File: src/hw/rtl/hrp_pkg.sv
// ----------------------------------------------------------------------------
// hrp_pkg
// Types, codes and character classes for the HTTP request head parser.
// ----------------------------------------------------------------------------
`timescale 1ns / 1ps

package hrp_pkg;

    // Grammar position
    typedef enum logic [4:0] {
        PS_START     = 5'd0,
        PS_METHOD    = 5'd1,
        PS_TARGET    = 5'd2,
        PS_LIT_H     = 5'd3,
        PS_LIT_T0    = 5'd4,
        PS_LIT_T1    = 5'd5,
        PS_LIT_P     = 5'd6,
        PS_LIT_SLASH = 5'd7,
        PS_MAJOR     = 5'd8,
        PS_DOT       = 5'd9,
        PS_MINOR     = 5'd10,
        PS_RL_CR     = 5'd11,
        PS_RL_LF     = 5'd12,
        PS_LINE      = 5'd13,
        PS_NAME      = 5'd14,
        PS_VALUE     = 5'd15,
        PS_LINE_LF   = 5'd16,
        PS_END_LF    = 5'd17
    } t_pstate;

    // Status codes
    localparam logic [1:0] STAT_CONT = 2'd0;
    localparam logic [1:0] STAT_PASS = 2'd1;
    localparam logic [1:0] STAT_FAIL = 2'd2;

    // Token kinds
    localparam logic [2:0] KIND_NONE   = 3'd0;
    localparam logic [2:0] KIND_METHOD = 3'd1;
    localparam logic [2:0] KIND_TARGET = 3'd2;
    localparam logic [2:0] KIND_NAME   = 3'd3;
    localparam logic [2:0] KIND_VALUE  = 3'd4;
    localparam logic [2:0] KIND_MAJOR  = 3'd5;
    localparam logic [2:0] KIND_MINOR  = 3'd6;

    // Held blank codes
    localparam logic [1:0] BLANK_NONE = 2'd0;
    localparam logic [1:0] BLANK_SP   = 2'd1;
    localparam logic [1:0] BLANK_TAB  = 2'd2;

    // Characters
    localparam logic [7:0] CH_SP    = 8'h20;
    localparam logic [7:0] CH_TAB   = 8'h09;
    localparam logic [7:0] CH_CR    = 8'h0D;
    localparam logic [7:0] CH_LF    = 8'h0A;
    localparam logic [7:0] CH_H     = 8'h48;
    localparam logic [7:0] CH_T     = 8'h54;
    localparam logic [7:0] CH_P     = 8'h50;
    localparam logic [7:0] CH_SLASH = 8'h2F;
    localparam logic [7:0] CH_DOT   = 8'h2E;
    localparam logic [7:0] CH_COLON = 8'h3A;
    localparam logic [7:0] CH_0     = 8'h30;
    localparam logic [7:0] CH_9     = 8'h39;
    localparam logic [7:0] CH_DEL   = 8'h7F;

    // One result beat
    typedef struct packed {
        logic [1:0] status;
        logic [2:0] kind;
        logic [7:0] data_byte;
        logic       token_end;
        logic [1:0] blank_before;
    } t_result;

    function automatic logic is_digit(input logic [7:0] c);
        return (c >= CH_0) && (c <= CH_9);
    endfunction

    function automatic logic is_token_char(input logic [7:0] c);
        logic r;
        r = is_digit(c) || (c >= 8'h41 && c <= 8'h5A) || (c >= 8'h61 && c <= 8'h7A);
        unique case (c)
            8'h21, 8'h23, 8'h24, 8'h25, 8'h26, 8'h27, 8'h2A,
            8'h2B, 8'h2D, 8'h2E, 8'h5E, 8'h5F, 8'h60, 8'h7C,
            8'h7E: r = 1'b1;
            default: r = r;
        endcase
        return r;
    endfunction

    function automatic logic is_ctl(input logic [7:0] c);
        return (c < 8'h20) || (c == CH_DEL);
    endfunction

    function automatic logic is_value_char(input logic [7:0] c);
        return ((c >= 8'h21) && (c <= 8'h7E)) || c[7];
    endfunction

endpackage

File: src/hw/rtl/hrp_if.sv
// ----------------------------------------------------------------------------
// hrp_in_if / hrp_out_if
// Valid/ready channels for request bytes in and parse results out.
// ----------------------------------------------------------------------------
`timescale 1ns / 1ps

interface hrp_in_if;
    logic       valid;
    logic       ready;
    logic [7:0] byte_in;
    logic       restart;

    modport source (output valid, output byte_in, output restart, input ready);
    modport sink   (input valid, input byte_in, input restart, output ready);
endinterface

interface hrp_out_if;
    logic       valid;
    logic       ready;
    logic [1:0] status;
    logic [2:0] kind;
    logic [7:0] data_byte;
    logic       token_end;
    logic [1:0] blank_before;

    modport source (output valid, output status, output kind, output data_byte,
                    output token_end, output blank_before, input ready);
    modport sink   (input valid, input status, input kind, input data_byte,
                    input token_end, input blank_before, output ready);
endinterface

File: src/hw/rtl/http_request_head_parser.sv
// ----------------------------------------------------------------------------
// http_request_head_parser
// Byte-at-a-time HTTP request head checker and tokenizer.
// ----------------------------------------------------------------------------
//
//  Channel  Dir  Beat contents
//  -------  ---  -----------------------------------------------------------
//  i_req    in   byte_in[7:0], restart
//  o_res    out  status[1:0], kind[2:0], data_byte[7:0], token_end,
//                blank_before[1:0]
//
// One byte per clock sustained while o_res keeps taking results; every
// accepted byte yields one result beat. The grammar step is a single
// state update feeding the result register, or the skid entry under stall.
// Reset (i_rst_n low, synchronous) clears the grammar state, the held blank
// and both result slots; the parser starts at the request line.
// A two-entry result buffer (output register plus skid) lets input keep
// flowing for one beat while o_res is stalled; i_req.ready drops only when
// both entries are full.
// ----------------------------------------------------------------------------
`timescale 1ns / 1ps

module http_request_head_parser (
    input  logic      i_clk,
    input  logic      i_rst_n,
    hrp_in_if.sink    i_req,
    hrp_out_if.source o_res
);
    import hrp_pkg::*;

    // Parser state
    t_pstate    r_state, n_state;
    logic [1:0] r_pend,  n_pend;     // held inner blank of a value
    logic       r_started, n_started; // first value byte seen
    logic [1:0] r_final, n_final;    // sticky pass / fail

    // State as seen by this beat (restart wins over stored state)
    t_pstate    w_cur_state;
    logic [1:0] w_cur_pend;
    logic       w_cur_started;
    logic [1:0] w_cur_final;

    t_result    w_res;
    logic       w_accept;

    // Result buffer
    t_result    r_out, r_skid;
    logic       r_out_valid, r_skid_valid;

    assign i_req.ready = !r_skid_valid;
    assign w_accept    = i_req.valid && i_req.ready;

    assign w_cur_state   = i_req.restart ? PS_START   : r_state;
    assign w_cur_pend    = i_req.restart ? BLANK_NONE : r_pend;
    assign w_cur_started = i_req.restart ? 1'b0       : r_started;
    assign w_cur_final   = i_req.restart ? STAT_CONT  : r_final;

    // ---- state register ----
    always_ff @(posedge i_clk) begin
        if (!i_rst_n) begin
            r_state   <= PS_START;
            r_pend    <= BLANK_NONE;
            r_started <= 1'b0;
            r_final   <= STAT_CONT;
        end else if (w_accept) begin
            r_state   <= n_state;
            r_pend    <= n_pend;
            r_started <= n_started;
            r_final   <= n_final;
        end
    end

    // ---- grammar step: next state and result for the current byte ----
    always_comb begin
        logic [7:0] c;
        logic       fail;
        logic       pass;

        c         = i_req.byte_in;
        fail      = 1'b0;
        pass      = 1'b0;
        n_state   = w_cur_state;
        n_pend    = w_cur_pend;
        n_started = w_cur_started;
        n_final   = w_cur_final;
        w_res     = '0;

        if (w_cur_final != STAT_CONT) begin
            // Finished: status repeats until restart
            w_res.status = w_cur_final;
        end else begin
            unique case (w_cur_state)
                PS_START: begin
                    if (is_token_char(c)) begin
                        w_res.kind      = KIND_METHOD;
                        w_res.data_byte = c;
                        n_state         = PS_METHOD;
                    end else begin
                        fail = 1'b1;
                    end
                end
                PS_METHOD: begin
                    if (c == CH_SP) begin
                        w_res.kind      = KIND_METHOD;
                        w_res.token_end = 1'b1;
                        n_state         = PS_TARGET;
                    end else if (is_token_char(c)) begin
                        w_res.kind      = KIND_METHOD;
                        w_res.data_byte = c;
                    end else begin
                        fail = 1'b1;
                    end
                end
                PS_TARGET: begin
                    if (c == CH_SP) begin
                        w_res.kind      = KIND_TARGET;
                        w_res.token_end = 1'b1;
                        n_state         = PS_LIT_H;
                    end else if (!is_ctl(c)) begin
                        w_res.kind      = KIND_TARGET;
                        w_res.data_byte = c;
                    end else begin
                        fail = 1'b1;
                    end
                end
                // Literal "HTTP/" and the dot: checked, nothing reported
                PS_LIT_H: begin
                    if (c == CH_H) n_state = PS_LIT_T0; else fail = 1'b1;
                end
                PS_LIT_T0: begin
                    if (c == CH_T) n_state = PS_LIT_T1; else fail = 1'b1;
                end
                PS_LIT_T1: begin
                    if (c == CH_T) n_state = PS_LIT_P; else fail = 1'b1;
                end
                PS_LIT_P: begin
                    if (c == CH_P) n_state = PS_LIT_SLASH; else fail = 1'b1;
                end
                PS_LIT_SLASH: begin
                    if (c == CH_SLASH) n_state = PS_MAJOR; else fail = 1'b1;
                end
                PS_MAJOR: begin
                    if (is_digit(c)) begin
                        w_res.kind      = KIND_MAJOR;
                        w_res.data_byte = c - CH_0;
                        w_res.token_end = 1'b1;
                        n_state         = PS_DOT;
                    end else begin
                        fail = 1'b1;
                    end
                end
                PS_DOT: begin
                    if (c == CH_DOT) n_state = PS_MINOR; else fail = 1'b1;
                end
                PS_MINOR: begin
                    if (is_digit(c)) begin
                        w_res.kind      = KIND_MINOR;
                        w_res.data_byte = c - CH_0;
                        w_res.token_end = 1'b1;
                        n_state         = PS_RL_CR;
                    end else begin
                        fail = 1'b1;
                    end
                end
                PS_RL_CR: begin
                    if (c == CH_CR) n_state = PS_RL_LF; else fail = 1'b1;
                end
                PS_RL_LF: begin
                    if (c == CH_LF) n_state = PS_LINE; else fail = 1'b1;
                end
                PS_LINE: begin
                    // CR here starts the empty line that ends the head
                    if (c == CH_CR) begin
                        n_state = PS_END_LF;
                    end else if (is_token_char(c)) begin
                        w_res.kind      = KIND_NAME;
                        w_res.data_byte = c;
                        n_state         = PS_NAME;
                    end else begin
                        fail = 1'b1;
                    end
                end
                PS_NAME: begin
                    if (c == CH_COLON) begin
                        w_res.kind      = KIND_NAME;
                        w_res.token_end = 1'b1;
                        n_pend          = BLANK_NONE;
                        n_started       = 1'b0;
                        n_state         = PS_VALUE;
                    end else if (is_token_char(c)) begin
                        w_res.kind      = KIND_NAME;
                        w_res.data_byte = c;
                    end else begin
                        fail = 1'b1;
                    end
                end
                PS_VALUE: begin
                    if (c == CH_CR) begin
                        // trailing held blank is dropped
                        w_res.kind      = KIND_VALUE;
                        w_res.token_end = 1'b1;
                        n_pend          = BLANK_NONE;
                        n_started       = 1'b0;
                        n_state         = PS_LINE_LF;
                    end else if (is_value_char(c)) begin
                        w_res.kind         = KIND_VALUE;
                        w_res.data_byte    = c;
                        w_res.blank_before = w_cur_pend;
                        n_pend             = BLANK_NONE;
                        n_started          = 1'b1;
                    end else if (c == CH_SP || c == CH_TAB) begin
                        // leading blanks skipped; inner run keeps its first blank
                        if (w_cur_started && w_cur_pend == BLANK_NONE) begin
                            n_pend = (c == CH_SP) ? BLANK_SP : BLANK_TAB;
                        end
                    end else begin
                        fail = 1'b1;
                    end
                end
                PS_LINE_LF: begin
                    if (c == CH_LF) n_state = PS_LINE; else fail = 1'b1;
                end
                PS_END_LF: begin
                    if (c == CH_LF) pass = 1'b1; else fail = 1'b1;
                end
                default: begin
                    fail = 1'b1;
                end
            endcase

            if (fail || pass) begin
                n_final = fail ? STAT_FAIL : STAT_PASS;
                w_res   = '0;
            end
            w_res.status = n_final;
        end
    end

    // ---- result buffer: output register with one skid entry ----
    always_ff @(posedge i_clk) begin
        if (!i_rst_n) begin
            r_out_valid  <= 1'b0;
            r_skid_valid <= 1'b0;
        end else begin
            if (!r_out_valid || o_res.ready) begin
                if (r_skid_valid) begin
                    r_out_valid  <= 1'b1;
                    r_skid_valid <= 1'b0;
                end else begin
                    r_out_valid <= w_accept;
                end
            end else if (w_accept) begin
                r_skid_valid <= 1'b1;
            end
        end
    end

    always_ff @(posedge i_clk) begin
        if (!r_out_valid || o_res.ready) begin
            if (r_skid_valid) begin
                r_out <= r_skid;
            end else if (w_accept) begin
                r_out <= w_res;
            end
        end else if (w_accept) begin
            r_skid <= w_res;
        end
    end

    assign o_res.valid        = r_out_valid;
    assign o_res.status       = r_out.status;
    assign o_res.kind         = r_out.kind;
    assign o_res.data_byte    = r_out.data_byte;
    assign o_res.token_end    = r_out.token_end;
    assign o_res.blank_before = r_out.blank_before;

endmodule

File: src/flat_wrapper.sv
// flat-port wrapper written by rule: the top's interface ports become plain ports
module http_request_head_parser_flat import hrp_pkg::*;
  (i_clk, i_rst_n, i_req_valid, i_req_byte_in, i_req_restart, i_req_ready, o_res_valid, o_res_status, o_res_kind, o_res_data_byte, o_res_token_end, o_res_blank_before, o_res_ready);
  hrp_in_if i_req_i ();
  hrp_out_if o_res_i ();
  input  logic i_clk;
  input  logic i_rst_n;
  input wire logic [$bits(i_req_i.valid)-1:0] i_req_valid;
  input wire logic [$bits(i_req_i.byte_in)-1:0] i_req_byte_in;
  input wire logic [$bits(i_req_i.restart)-1:0] i_req_restart;
  output wire logic [$bits(i_req_i.ready)-1:0] i_req_ready;
  output wire logic [$bits(o_res_i.valid)-1:0] o_res_valid;
  output wire logic [$bits(o_res_i.status)-1:0] o_res_status;
  output wire logic [$bits(o_res_i.kind)-1:0] o_res_kind;
  output wire logic [$bits(o_res_i.data_byte)-1:0] o_res_data_byte;
  output wire logic [$bits(o_res_i.token_end)-1:0] o_res_token_end;
  output wire logic [$bits(o_res_i.blank_before)-1:0] o_res_blank_before;
  input wire logic [$bits(o_res_i.ready)-1:0] o_res_ready;
  assign i_req_i.valid = i_req_valid;
  assign i_req_i.byte_in = i_req_byte_in;
  assign i_req_i.restart = i_req_restart;
  assign i_req_ready = i_req_i.ready;
  assign o_res_valid = o_res_i.valid;
  assign o_res_status = o_res_i.status;
  assign o_res_kind = o_res_i.kind;
  assign o_res_data_byte = o_res_i.data_byte;
  assign o_res_token_end = o_res_i.token_end;
  assign o_res_blank_before = o_res_i.blank_before;
  assign o_res_i.ready = o_res_ready;
  http_request_head_parser u_core (.i_clk(i_clk), .i_rst_n(i_rst_n), .i_req(i_req_i), .o_res(o_res_i));
endmodule
File: config.mk
export PLATFORM = sky130hd
export DESIGN_NAME = http_request_head_parser_flat
export DESIGN_NICKNAME = d
export VERILOG_FILES = /design/src/hw/rtl/hrp_pkg.sv /design/src/hw/rtl/hrp_if.sv /design/src/hw/rtl/http_request_head_parser.sv /design/src/flat_wrapper.sv
export SDC_FILE = /design/constraint.sdc
export NUM_CORES = 1
export LEC_CHECK = 0
export ABC_AREA = 1
export BUFFER_PORTS_ARGS = -buffer_cell sky130_fd_sc_hd__buf_2
export CAP_MARGIN = 20
export CORE_MARGIN = 2
export CORE_UTILIZATION = 25
export DETAILED_ROUTE_END_ITERATION = 16
export SYNTH_ARGS = -nofsm -noshare
export SYNTH_HDL_FRONTEND = slang
export SYNTH_SLANG_ARGS = --single-unit
File: constraint.sdc
create_clock -name i_clk -period 2.8 [get_ports i_clk]
set_clock_uncertainty 0.05 [all_clocks]
set_input_delay 0.28 -clock i_clk [delete_from_list [all_inputs] [get_ports i_clk]]
set_output_delay 0.28 -clock i_clk [all_outputs]
set_load 0.01 [all_outputs]
# Word-level counts from Yosys, hierarchy flattened
# Index checks and enable logic that the tools add are counted.
[op_classes]
n_reduce_logical = 28
n_lt_le_gt_ge = 9
shift = 0
n_bitwise = 2
add_sub_neg = 1
mul = 0
n_eq_ne = 42
mux = 106
n_div = 0
[op_table]
columns = ["operator", "count"]
rows = [
  ["$eq A8 B6 Y1 const B", 13],
  ["$mux W5", 19],
  ["$pmux W11 S8", 1],
  ["$pmux W5 S16", 1],
  ["$eq A8 B7 Y1 const B", 9],
  ["$mux W1", 45],
  ["$eq A5 B4 Y1 const B", 8],
  ["$mux W16", 2],
  ["$mux W8", 4],
  ["$mux W10", 3],
  ["$mux W2", 15],
  ["$mux W14", 2],
  ["$eq A8 B4 Y1 const B", 3],
  ["$le A8 B7 Y1 const B", 3],
  ["$mux W12", 2],
  ["$mux W11", 2],
  ["$eq A5 B3 Y1 const B", 4],
  ["$mux W9", 2],
  ["$ge A8 B6 Y1 const B", 2],
  ["$ge A8 B7 Y1 const B", 2],
  ["$reduce_or A15 Y1", 1],
  ["$pmux W1 S14", 1],
  ["$mux W3", 4],
  ["$eq A5 B2 Y1 const B", 2],
  ["18 further kinds", 38],
]
[totals]
inputBits = 13
latch_bits = 0
memories = 0
regBits = 44
mem_bits_rw = 0
rom_bits = 0
out_inout_bits = 18

# Logic depth before layout (Yosys ltp)
# Gate-level depths: netlist of run 1.
[depth]
word_depth = 17
mapped_depth = 17

# Worst setup path before layout of run 1
# OpenSTA, ideal clock, no wires.
[synth_timing]
kind = "input port to flip-flop"
startpoint = "in i_req_byte_in[5]"
endpoint = "reg u_core.r_out (netlist bit u_core.o_res.status[1]), data pin"
setup_time_ps = 252
stages = 16
required_time_ps = 2498
arrival_ps = 1656
setup_slack_ps = 842
cell_sequence = "clkbuf_2 -> inv_1 -> ha_1 -> inv_1 -> nor2_4 -> nand3_2 -> nand3_1 -> nand2_1 -> nor2_1 -> nand3_1 -> nor2_1 -> nand3_2 -> nand2_1 -> nand2_2 -> nand2_1 -> nand2_1"
[synth_between]
elab_chain_cells = 17
[synth_rtl]
columns = ["element", "line_no", "text"]
rows = [
  ["from (decl)", "flat_wrapper.sv:9", "input wire logic [$bits(i_req_i.byte_in)-1:0] i_req_byte_in;"],
  ["$ge A8 B6 Y1, or another cell as far along", "hrp_pkg.sv:75", "return (c >= CH_0) && (c <= CH_9);"],
  ["$logic_and A1 B1 Y1, on equally long branches", "hrp_pkg.sv:75, hrp_pkg.sv:80", ""],
  ["$logic_or A1 B1 Y1 (2 in series)", "hrp_pkg.sv:80", "r = is_digit(c) || (c >= 8'h41 && c <= 8'h5A) || (c >= 8'h61 && c <= 8'h7A);"],
  ["$mux W1", "hrp_pkg.sv:81", "unique case (c)"],
  ["$mux W1, on equally long branches", "http_request_head_parser.sv:184, http_request_head_parser.sv:103, http_request_head_parser.sv:173", ""],
  ["$mux W1", "http_request_head_parser.sv:92", "unique case (w_cur_state)"],
  ["$mux W1", "http_request_head_parser.sv:88", "if (w_cur_final != STAT_CONT) begin"],
  ["$mux W1, on equally long branches", "http_request_head_parser.sv:190, http_request_head_parser.sv:107, http_request_head_parser.sv:175", ""],
  ["$mux W1, on equally long branches", "http_request_head_parser.sv:184, http_request_head_parser.sv:103, http_request_head_parser.sv:173", ""],
  ["$pmux W1 S14", "http_request_head_parser.sv:92", ""],
  ["$mux W1", "http_request_head_parser.sv:88", ""],
  ["$mux W2 or $logic_or A1 B1 Y1 (tied branches)", "http_request_head_parser.sv:232, http_request_head_parser.sv:231", ""],
  ["$mux W2 (*)", "http_request_head_parser.sv:231", "if (fail || pass) begin"],
  ["$mux W2 (*)", "n/a", ""],
  ["net u_core.n_final[1]", "http_request_head_parser.sv:35", "logic [1:0] r_final, n_final;"],
  ["$mux W16 (*)", "http_request_head_parser.sv:262", "end else if (w_accept) begin"],
  ["$mux W16 (*)", "http_request_head_parser.sv:260", "if (r_skid_valid) begin"],
  ["to (signal assigned)", "http_request_head_parser.sv:261", "r_out <= r_skid;"],
  ["to (signal assigned)", "http_request_head_parser.sv:263", "r_out <= w_res;"],
  ["to (decl)", "http_request_head_parser.sv:47", "t_result r_out, r_skid;"],
]
# Mark *: on every way through the listed nets, which the timed path passes. The rest lies on a longest branch. The select of a mux whose other input is x is not followed.
# A chain may end at the register's enable or synchronous reset.

# Worst setup path in the final report of run 1
[layout_timing]
startpoint = "in i_req_byte_in[4]"
endpoint = "reg u_core.r_out (netlist bit u_core.o_res.status[1]), data pin"
# Same word-level chain as after synthesis.

==> reports/metrics.cfg, run 1 <==
[status]
status = finished clean

[grt]
grt_start_max_net_pins = 23
grt_pass1_vias = 3416
gr-usage-all-layers_pct = 13.24
overflow = 0
antenna_found_initial = 1
grt_pass1_wl_um = 17000

[clock_network]
insertion_delay_ns = 0.28
clock_sinks = 44
clockBufferDepth = 2
root_buffer = clkbuf_16
postCtsSetupBuffers = 0
numCtsBuffers = 5
hold_buffers = 0
post_cts_resized = 0
cts_tree = done
clock_tree.htree_level_count = 2
clkTransAtPathRegs_ns = 0.06

[flow_run]
drv_cap = 0

[logic_synthesis]
ys_types = 43
netlist_instances = 551
yosys_warnings = 0
syn_area_per_cell_um2 = 6.599
yosys_register_bits = 44
synth_fp_nets = 569
syn_area_um2 = 3636
ys_seq_area_share_pct = 33.04

[timing]
setup_violations = 0
max_freq_ghz = 0.4318
timing.final.crit_period_ns = 2.316
hold_viol = 0
finalMaxSlewViolations = 0
rsz0062_at_grt = false
period_share_pct = 82.70
worstMarginPinSlew_ns = 0.4245
slew_headroom_pct = 71.60
tns_ns = 0

[cells_and_area]
final_nets = 602
fillers = 1552
antenna_cells = 0
area_delta_synth_final_pct = 13.83
final_area_um2 = 4139
drive_gt1_share_pct = 17.44
layout_commonest_cell = nand2_1
final_cell_mix = 153 x nand2_1, 86 x nor2_1, 58 x inv_1

[place]
hpwlAfterDp_um = 8370
placed_cell_area_um2 = 4001
port_buffers = 30
place_congestion = 1.001

[power_and_ir_drop]
p_comb_share_pct = 20.8
p_seq_share_pct = 45.8
power_density_nw_per_um2 = 397.8
clkPwrFrac_pct = 33.4
p_leak_nw = 1.911
ir_worst_vdd_v = 0.0001902
swShare_pct = 28.34
p_int_mw = 1.180
power_mw = 1.646
p_sw_mw = 0.4667

[floorplanning]
placement_rows = 44
die-area_um2 = 15530
die_y_um = 124.6
ioPinCount = 31
start_util_pct = 25.30
die_w_um = 124.6
design.core.area_um2 = 14370

[critical_path]
crit_top_cell = nand2_1
critPathMaxStageDelay_ns = 0.29
end_kind = flop
crit_family = simple AND/OR/NAND/NOR gates
crit_required_ns = 2.79
cpMaxStageDelayCell = ha_1
startpoint_type = input port
crit_chain = buf_2 -> inv_1 -> ha_1 -> nand2_4 -> inv_2 -> nand3_1 -> nand2_1 -> nand2_1 -> nor2_1 -> nand2_1 -> nor2_1 -> nand3_2 -> nand2_1 -> nand2_2 -> nand2_1 -> nand2_1
critPathKind = in -> reg
regToRegSetupSlack_ns = 0.67
arrival_ns = 2.30
crit_path_max_fanout = 7
crit_buf_inv = 3

[routing]
drt-pass1-iter-count = 5
via_per_inst = 4.805
num_vias = 3695
drtIter0Drc = 413
route.detailed.drc = 0
wl_per_cell_um = 13.44
routed_wirelength_um = 10340
ant_nets = 0

[hold_path]
min_path_type = in -> reg

-- final timing paths --
| check | startpoint | cells after the start | end |
|---|---|---|---|
| worst min register to register | u_core.r_pend[1] | 2 | u_core.r_pend[1] |
| worst max-delay path | i_req_byte_in[4] | 16 | u_core.o_res.status[1] |
| worst max register to register | u_core.r_state[1] | 10 | u_core.r_skid[10] |
| worst min-delay path | i_rst_n | 3 | u_core.r_state[0] |
-- power by group through the flow --
stage	registers [mW]	logic [mW]	clock network (mW)
after CTS	0.754	0.342	0.569
after global routing	0.757	0.386	0.591
after floorplan	0.781	0.232	0
after detailed placement	0.768	0.341	0
after global placement	0.768	0.344	0
final	0.754	0.343	0.550
-- final cells by class --
class	instances	area (um2)	area share, %
inverters	74	282.8	6.832
clock buffers	7	132.6	3.204
well taps	184	230.2	5.562
flip-flops and latches	44	1201	29.02
clock inverters	1	5.005	0.1209
repair buffers	39	217.7	5.260
multi-input cells	420	2069	50.00
-- synthesized netlist by cell type, drive strengths merged --
cell,n,area (um2)
a31oi,1,6.260
nand4,12,81.33
clkbuf,6,23.77
o31ai,3,22.52
buf,7,58.80
o21ai,24,131.4
nor3,10,70.07
nand2,166,670.6
nor2,103,464.2
o211ai,3,22.52
nand3b,3,35.03
a21oi,27,138.9
nand3,48,255.3
or2,2,12.52
edfxtp,32,960.9
dfxtp,12,240.2
inv,72,275.3
xor2,1,8.760
clkinv,2,7.510
a211oi,2,15.01
o41ai,2,17.52
nor4,3,18.77
o22ai,3,18.77
a221oi,1,8.760
a41oi,1,8.760
ha,5,62.56
-- state kept, by name, summed over array words and instances, names as in the netlist --
name	cells
u_core.r_skid	16
u_core.o_res.data_byte	8
u_core.r_state	5
u_core.o_res.kind	3
u_core.o_res.blank_before	2
u_core.o_res.status	2
u_core.r_final	2
u_core.r_pend	2
u_core.o_res.token_end	1
u_core.o_res.valid	1
u_core.r_skid_valid	1
u_core.r_started	1
-- cell families after synthesis --
logic type | share of synthesized area (%)
AND/OR/NAND/NOR | 44.22
buffers and inverters | 10.05
AO/OA/AOI/OAI | 10.74
flip-flops | 33.04
adder cells (fa/ha/maj) | 1.721
XOR/XNOR | 0.2409
-- per-layer routing --
metal  global-route usage [%]  share of wire, %
met5                        0              0.11
met4                    6.543               3.9
met3                    2.448               7.8
met2                    21.18                45
met1                    17.12                44
-- worst register-to-register path: stages (launching register included) --
cell      delay (ns)
dfxtp_1         0.47
inv_2           0.07
nor2_4          0.12
nand3_2         0.14
nor2_1          0.24
nand2_1         0.14
nand4_1         0.18
nand3_1         0.15
nand3_2         0.14
nand3b_4        0.14
nor2_1          0.04
-- metrics by stage --
| step | hold slack (ns) | util (%) | worst slack [ns] | instances |
|---|---|---|---|---|
| floorplan | 0.3684 | - | 0.8420 | 551 |
| global placement | 0.4427 | 27.85 | 0.2218 | 761 |
| detailed placement | 0.4474 | 27.85 | 0.2286 | 761 |
| CTS | 0.2182 | 28.81 | 0.5153 | 769 |
| global route | 0.2431 | 28.81 | 0.2589 | 769 |
| finish | 0.2282 | 28.81 | 0.4844 | 769 |
No activity file was read; power rests on OpenSTA's default activity.
==> run 2, diff against run 1 <==
==> constraint.sdc (replaced) <==
create_clock -name i_clk -period 2.4 [get_ports i_clk]
set_clock_uncertainty 0.05 [all_clocks]
set_input_delay 0.24 -clock i_clk [delete_from_list [all_inputs] [get_ports i_clk]]
set_output_delay 0.24 -clock i_clk [all_outputs]
set_load 0.01 [all_outputs]
==> reports/metrics.cfg, run 2 (synthesis results as in run 1) <==
[critical_path]
critPathMaxStageDelay_ns = 0.48
r2r_start = u_core.r_state[1]
crit_chain = inv_2 -> nor2_4 -> nand3_2 -> nor2_1 -> nand2_1 -> nand4_1 -> nand3_1 -> nand3_2 -> nand3b_1 -> nor2_1
arrival_ns = 2.10
end_kind = flop
crit_buf_inv = 1
regToRegSetupSlack_ns = 0.29
critPathKind = reg -> reg
r2r_cells = 10
crit_required_ns = 2.39
startpoint_type = flop
crit_family = simple AND/OR/NAND/NOR gates
cpMaxStageDelayCell = dfxtp_1
crit_path_max_fanout = 7
r2r_end = u_core.r_skid[0]

[power_and_ir_drop]
power_mw = 2.044
ir_worst_vdd_v = 0.0002669
p_leak_nw = 1.953
power_density_nw_per_um2 = 485.4

[place]
place_congestion = 1.001
port_buffers = 30
hpwlAfterDp_um = 8454

[grt]
grt_start_max_net_pins = 23
antenna_found_initial = 0
grt_pass1_wl_um = 17130
gr-usage-all-layers_pct = 13.20
overflow = 0
grt_pass1_vias = 3542

[cells_and_area]
antenna_cells = 0
largest_register_ffs = 16
drive_gt1_share_pct = 18.44
area_delta_synth_final_pct = 15.79
largest_register = u_core.r_skid
layout_commonest_cell = nand2_1
final_cell_mix = 153 x nand2_1, 86 x nor2_1, 58 x inv_1
final_nets = 608

[routing]
drt-pass1-iter-count = 5
route.detailed.drc = 0
wl_per_cell_um = 13.28
ant_nets = 0
via_per_inst = 4.743
routed_wirelength_um = 10290
num_vias = 3676
drtIter0Drc = 428

[hold_path]
hold_end = u_core.r_pend[0]
worstHoldStart = i_rst_n
min_path_type = in -> reg
hold_path_depth = 3

[status]
status = finished clean

[timing]
finalMaxSlewViolations = 0
max_freq_ghz = 0.4738
slew_headroom_pct = 71.97
hold_viol = 0
timing.final.crit_period_ns = 2.111
setup_violations = 0
worstMarginPinSlew_ns = 0.4199
rsz0062_at_grt = false
holdWs_ns = 0.1925
tns_ns = 0
period_share_pct = 87.94

[floorplanning]
die_w_um = 124.6
design.core.area_um2 = 14370
die_y_um = 124.6
placement_rows = 44
start_util_pct = 25.30
die-area_um2 = 15530
ioPinCount = 31

[clock_network]
root_buffer = clkbuf_16
post_cts_resized = 0
postCtsSetupBuffers = 0
cts_tree = done
hold_buffers = 0
clock_sinks = 44
numCtsBuffers = 5
clockBufferDepth = 2
insertion_delay_ns = 0.28
clkTransAtPathRegs_ns = 0.06
clock_tree.htree_level_count = 2

[flow_run]
drv_cap = 0

==> run 2: cell types whose count changed in the layout (fill, tap and decap cells not counted) <==
cell	delta
clkbuf_1	-1
bufinv_16	+1
buf_4	+6
==> run 2: metal layers <==
metal / wire length (um) / up-vias / track usage (%) / part of all wire, %
met5: 0 / - / 0 / 0
met4: 310 / 0 / 5.420 / 3.0
met3: 618 / 29 / 1.460 / 6.0
met2: 4765 / 139 / 22.05 / 46
met1: 4595 / 1635 / 17.36 / 45
li1: - / 1873 / - / -
==> run 2: power breakdown <==
part           switching (mW)  internal (mW)  leakage [nW]
Clock                   0.265          0.489        0.0808
Combinational           0.278          0.132          1.46
Sequential             0.0138          0.866         0.409
Total                   0.556           1.49          1.95
==> run 2: cell type report <==
cell class / instances / area, um2
Tap cell: 184 / 230.2
Timing Repair Buffer: 45 / 262.8
Clock inverter: 2 / 35.03
Multi-Input combinational cell: 420 / 2069
Fill cell: 1547 / 10160
Sequential cell: 44 / 1201
Inverter: 74 / 282.8
Clock buffer: 6 / 128.9
==> run 2: worst max path at each step <==
stage,startpoint,end,slack (ns),cells past startpoint
final,u_core.r_state[1],u_core.r_skid[0],0.29,10
after global routing,u_core.r_state[0],u_core.r_skid[10],0.10,12
after CTS,u_core.r_state[1],u_core.r_skid[13],0.29,10
after detailed placement,i_req_byte_in[4],u_core.o_res.status[1],0.07,16
after global placement,i_req_byte_in[4],u_core.o_res.kind[0],0.14,13
after floorplan,i_req_byte_in[5],u_core.o_res.status[1],0.48,16
==> run 2: metrics by stage <==
| step | area [um2] | std cells | utilization (%) | worst slack, ns |
|---|---|---|---|---|
| after global routing | 4210 | 775 | 29.30 | 0.1049 |
| after floorplan | 3636 | 551 | - | 0.4820 |
| final | 4210 | 775 | 29.30 | 0.2893 |
| after CTS | 4210 | 775 | 29.30 | 0.2890 |
| after detailed placement | 4046 | 767 | 28.16 | 0.07281 |
| after global placement | 4046 | 767 | 28.16 | 0.1377 |
==> run 2: worst min-delay path, cell delays in order <==
cell     delay (ns)
buf_2          0.12
o21ai_0        0.07
nor2_1         0.04
==> run 3, diff against run 2 <==
--- a/config.mk
+++ b/config.mk
@@ -11,6 +11,7 @@
 export CORE_MARGIN = 2
 export CORE_UTILIZATION = 25
 export DETAILED_ROUTE_END_ITERATION = 16
+export RECOVER_POWER = 25
 export SYNTH_ARGS = -nofsm -noshare
 export SYNTH_HDL_FRONTEND = slang
 export SYNTH_SLANG_ARGS = --single-unit
==> reports/metrics.cfg, run 3 (synthesis results as in run 1) <==
[grt]
antenna_found_initial = 0
grt_start_max_net_pins = 23
gr-usage-all-layers_pct = 13.20
grt_pass1_vias = 3542
grt_pass1_wl_um = 17130
overflow = 0

[clock_network]
postCtsSetupBuffers = 0
clock_sinks = 44
post_cts_resized = 0
clockBufferDepth = 2
insertion_delay_ns = 0.28
clock_tree.htree_level_count = 2
root_buffer = clkbuf_16
hold_buffers = 0
clkTransAtPathRegs_ns = 0.06
cts_tree = done
numCtsBuffers = 5

[floorplanning]
start_util_pct = 25.30
design.core.area_um2 = 14370
die-area_um2 = 15530
die_y_um = 124.6
placement_rows = 44
ioPinCount = 31
die_w_um = 124.6

[power_and_ir_drop]
p_leak_nw = 1.897
power_density_nw_per_um2 = 487.4
swShare_pct = 27.43
power_mw = 2.040
p_comb_share_pct = 19.7
clkPwrFrac_pct = 37.1
p_sw_mw = 0.5595
ir_worst_vdd_v = 0.0002664
p_seq_share_pct = 43.2
p_int_mw = 1.480

[timing]
timing.final.crit_period_ns = 2.121
worstMarginPinSlew_ns = 0.8644
setup_ws_ns = 0.2793
setup_violations = 0
hold_viol = 0
tns_ns = 0
finalMaxSlewViolations = 0
max_freq_ghz = 0.4715
slew_headroom_pct = 42.38
rsz0062_at_grt = false
period_share_pct = 88.36

[routing]
wl_per_cell_um = 13.39
num_vias = 3687
route.detailed.drc = 0
via_per_inst = 4.757
routed_wirelength_um = 10370
ant_nets = 0
drtIter0Drc = 461
drt-pass1-iter-count = 5

[place]
hpwlAfterDp_um = 8454
place_ws_ns = 0.07281
place_congestion = 1.001
port_buffers = 30

[critical_path]
startpoint_type = flop
critPathKind = reg -> reg
end_kind = flop
arrival_ns = 2.09
crit_path_max_fanout = 7
crit_required_ns = 2.37

[cells_and_area]
final_nets = 608
layout_commonest_cell = nand2_1
area_delta_synth_final_pct = 15.11
largest_register = u_core.r_skid
final_cell_mix = 153 x nand2_1, 86 x nor2_1, 58 x inv_1
antenna_cells = 0
largest_register_ffs = 16
drive_gt1_share_pct = 15.40

[status]
status = finished clean

[flow_run]
drv_cap = 0

[hold_path]
min_path_type = in -> reg

## run 3: cell types whose count changed in the layout (fill, tap and decap cells not counted), sizes merged
cell / previous run / this run
buf: 45 / 27
clkbuf: 6 / 24
## run 3: cell type report
class	instances	area (um2)
clock buffer	6	128.9
clock inverter	2	35.03
fill	1560	10180
inverter	74	282.8
multi-input combinational	420	2069
sequential	44	1201
tap	184	230.2
timing repair buffer	45	237.7
## run 3: final timing paths
check / slack, ns / start / cells after the start / to
worst min register to register: 0.44 / u_core.r_pend[1] / 2 / u_core.r_pend[1]
worst max register to register: 0.28 / u_core.r_state[1] / 10 / u_core.r_skid[13]
worst max-delay path: 0.28 / u_core.r_state[1] / 10 / u_core.r_skid[13]
worst min-delay path: 0.19 / i_rst_n / 3 / u_core.r_pend[0]
## run 3: per-layer routing
layer	global-route usage (%)	share of wire [%]	routed length (um)
met1	17.36	45	4617
met2	22.05	46	4795
met3	1.460	6.4	663
met4	5.420	2.9	297
met5	0	0	0
## run 3: power groups by stage
stage | clock network (mW) | registers, mW | logic, mW
2_1_floorplan | 0 | 0.911 | 0.270
3_3_place_gp | 0 | 0.896 | 0.412
3_5_place_dp | 0 | 0.897 | 0.406
4_1_cts | 0.769 | 0.880 | 0.408
5_1_grt | 0.791 | 0.885 | 0.449
6_report | 0.756 | 0.881 | 0.403
## run 3: worst max-delay path, stage by stage, from the launching register on
cell      delay, ns
dfxtp_1        0.48
inv_2          0.07
nor2_4         0.12
nand3_2        0.15
nor2_1         0.26
nand2_1        0.11
nand4_1        0.17
nand3_1        0.13
nand3_2        0.12
nand3b_4       0.14
nor2_1         0.04
## run 3: metrics by stage
stage / cell area [um2] / hold slack (ns) / cells / util [%]
after floorplan: 3636 / 0.3284 / 551 / -
after global placement: 4046 / 0.4382 / 767 / 28.16
after detailed placement: 4046 / 0.4387 / 767 / 28.16
after CTS: 4210 / 0.1866 / 775 / 29.30
after global routing: 4185 / 0.1964 / 775 / 29.13
final: 4185 / 0.1909 / 775 / 29.13
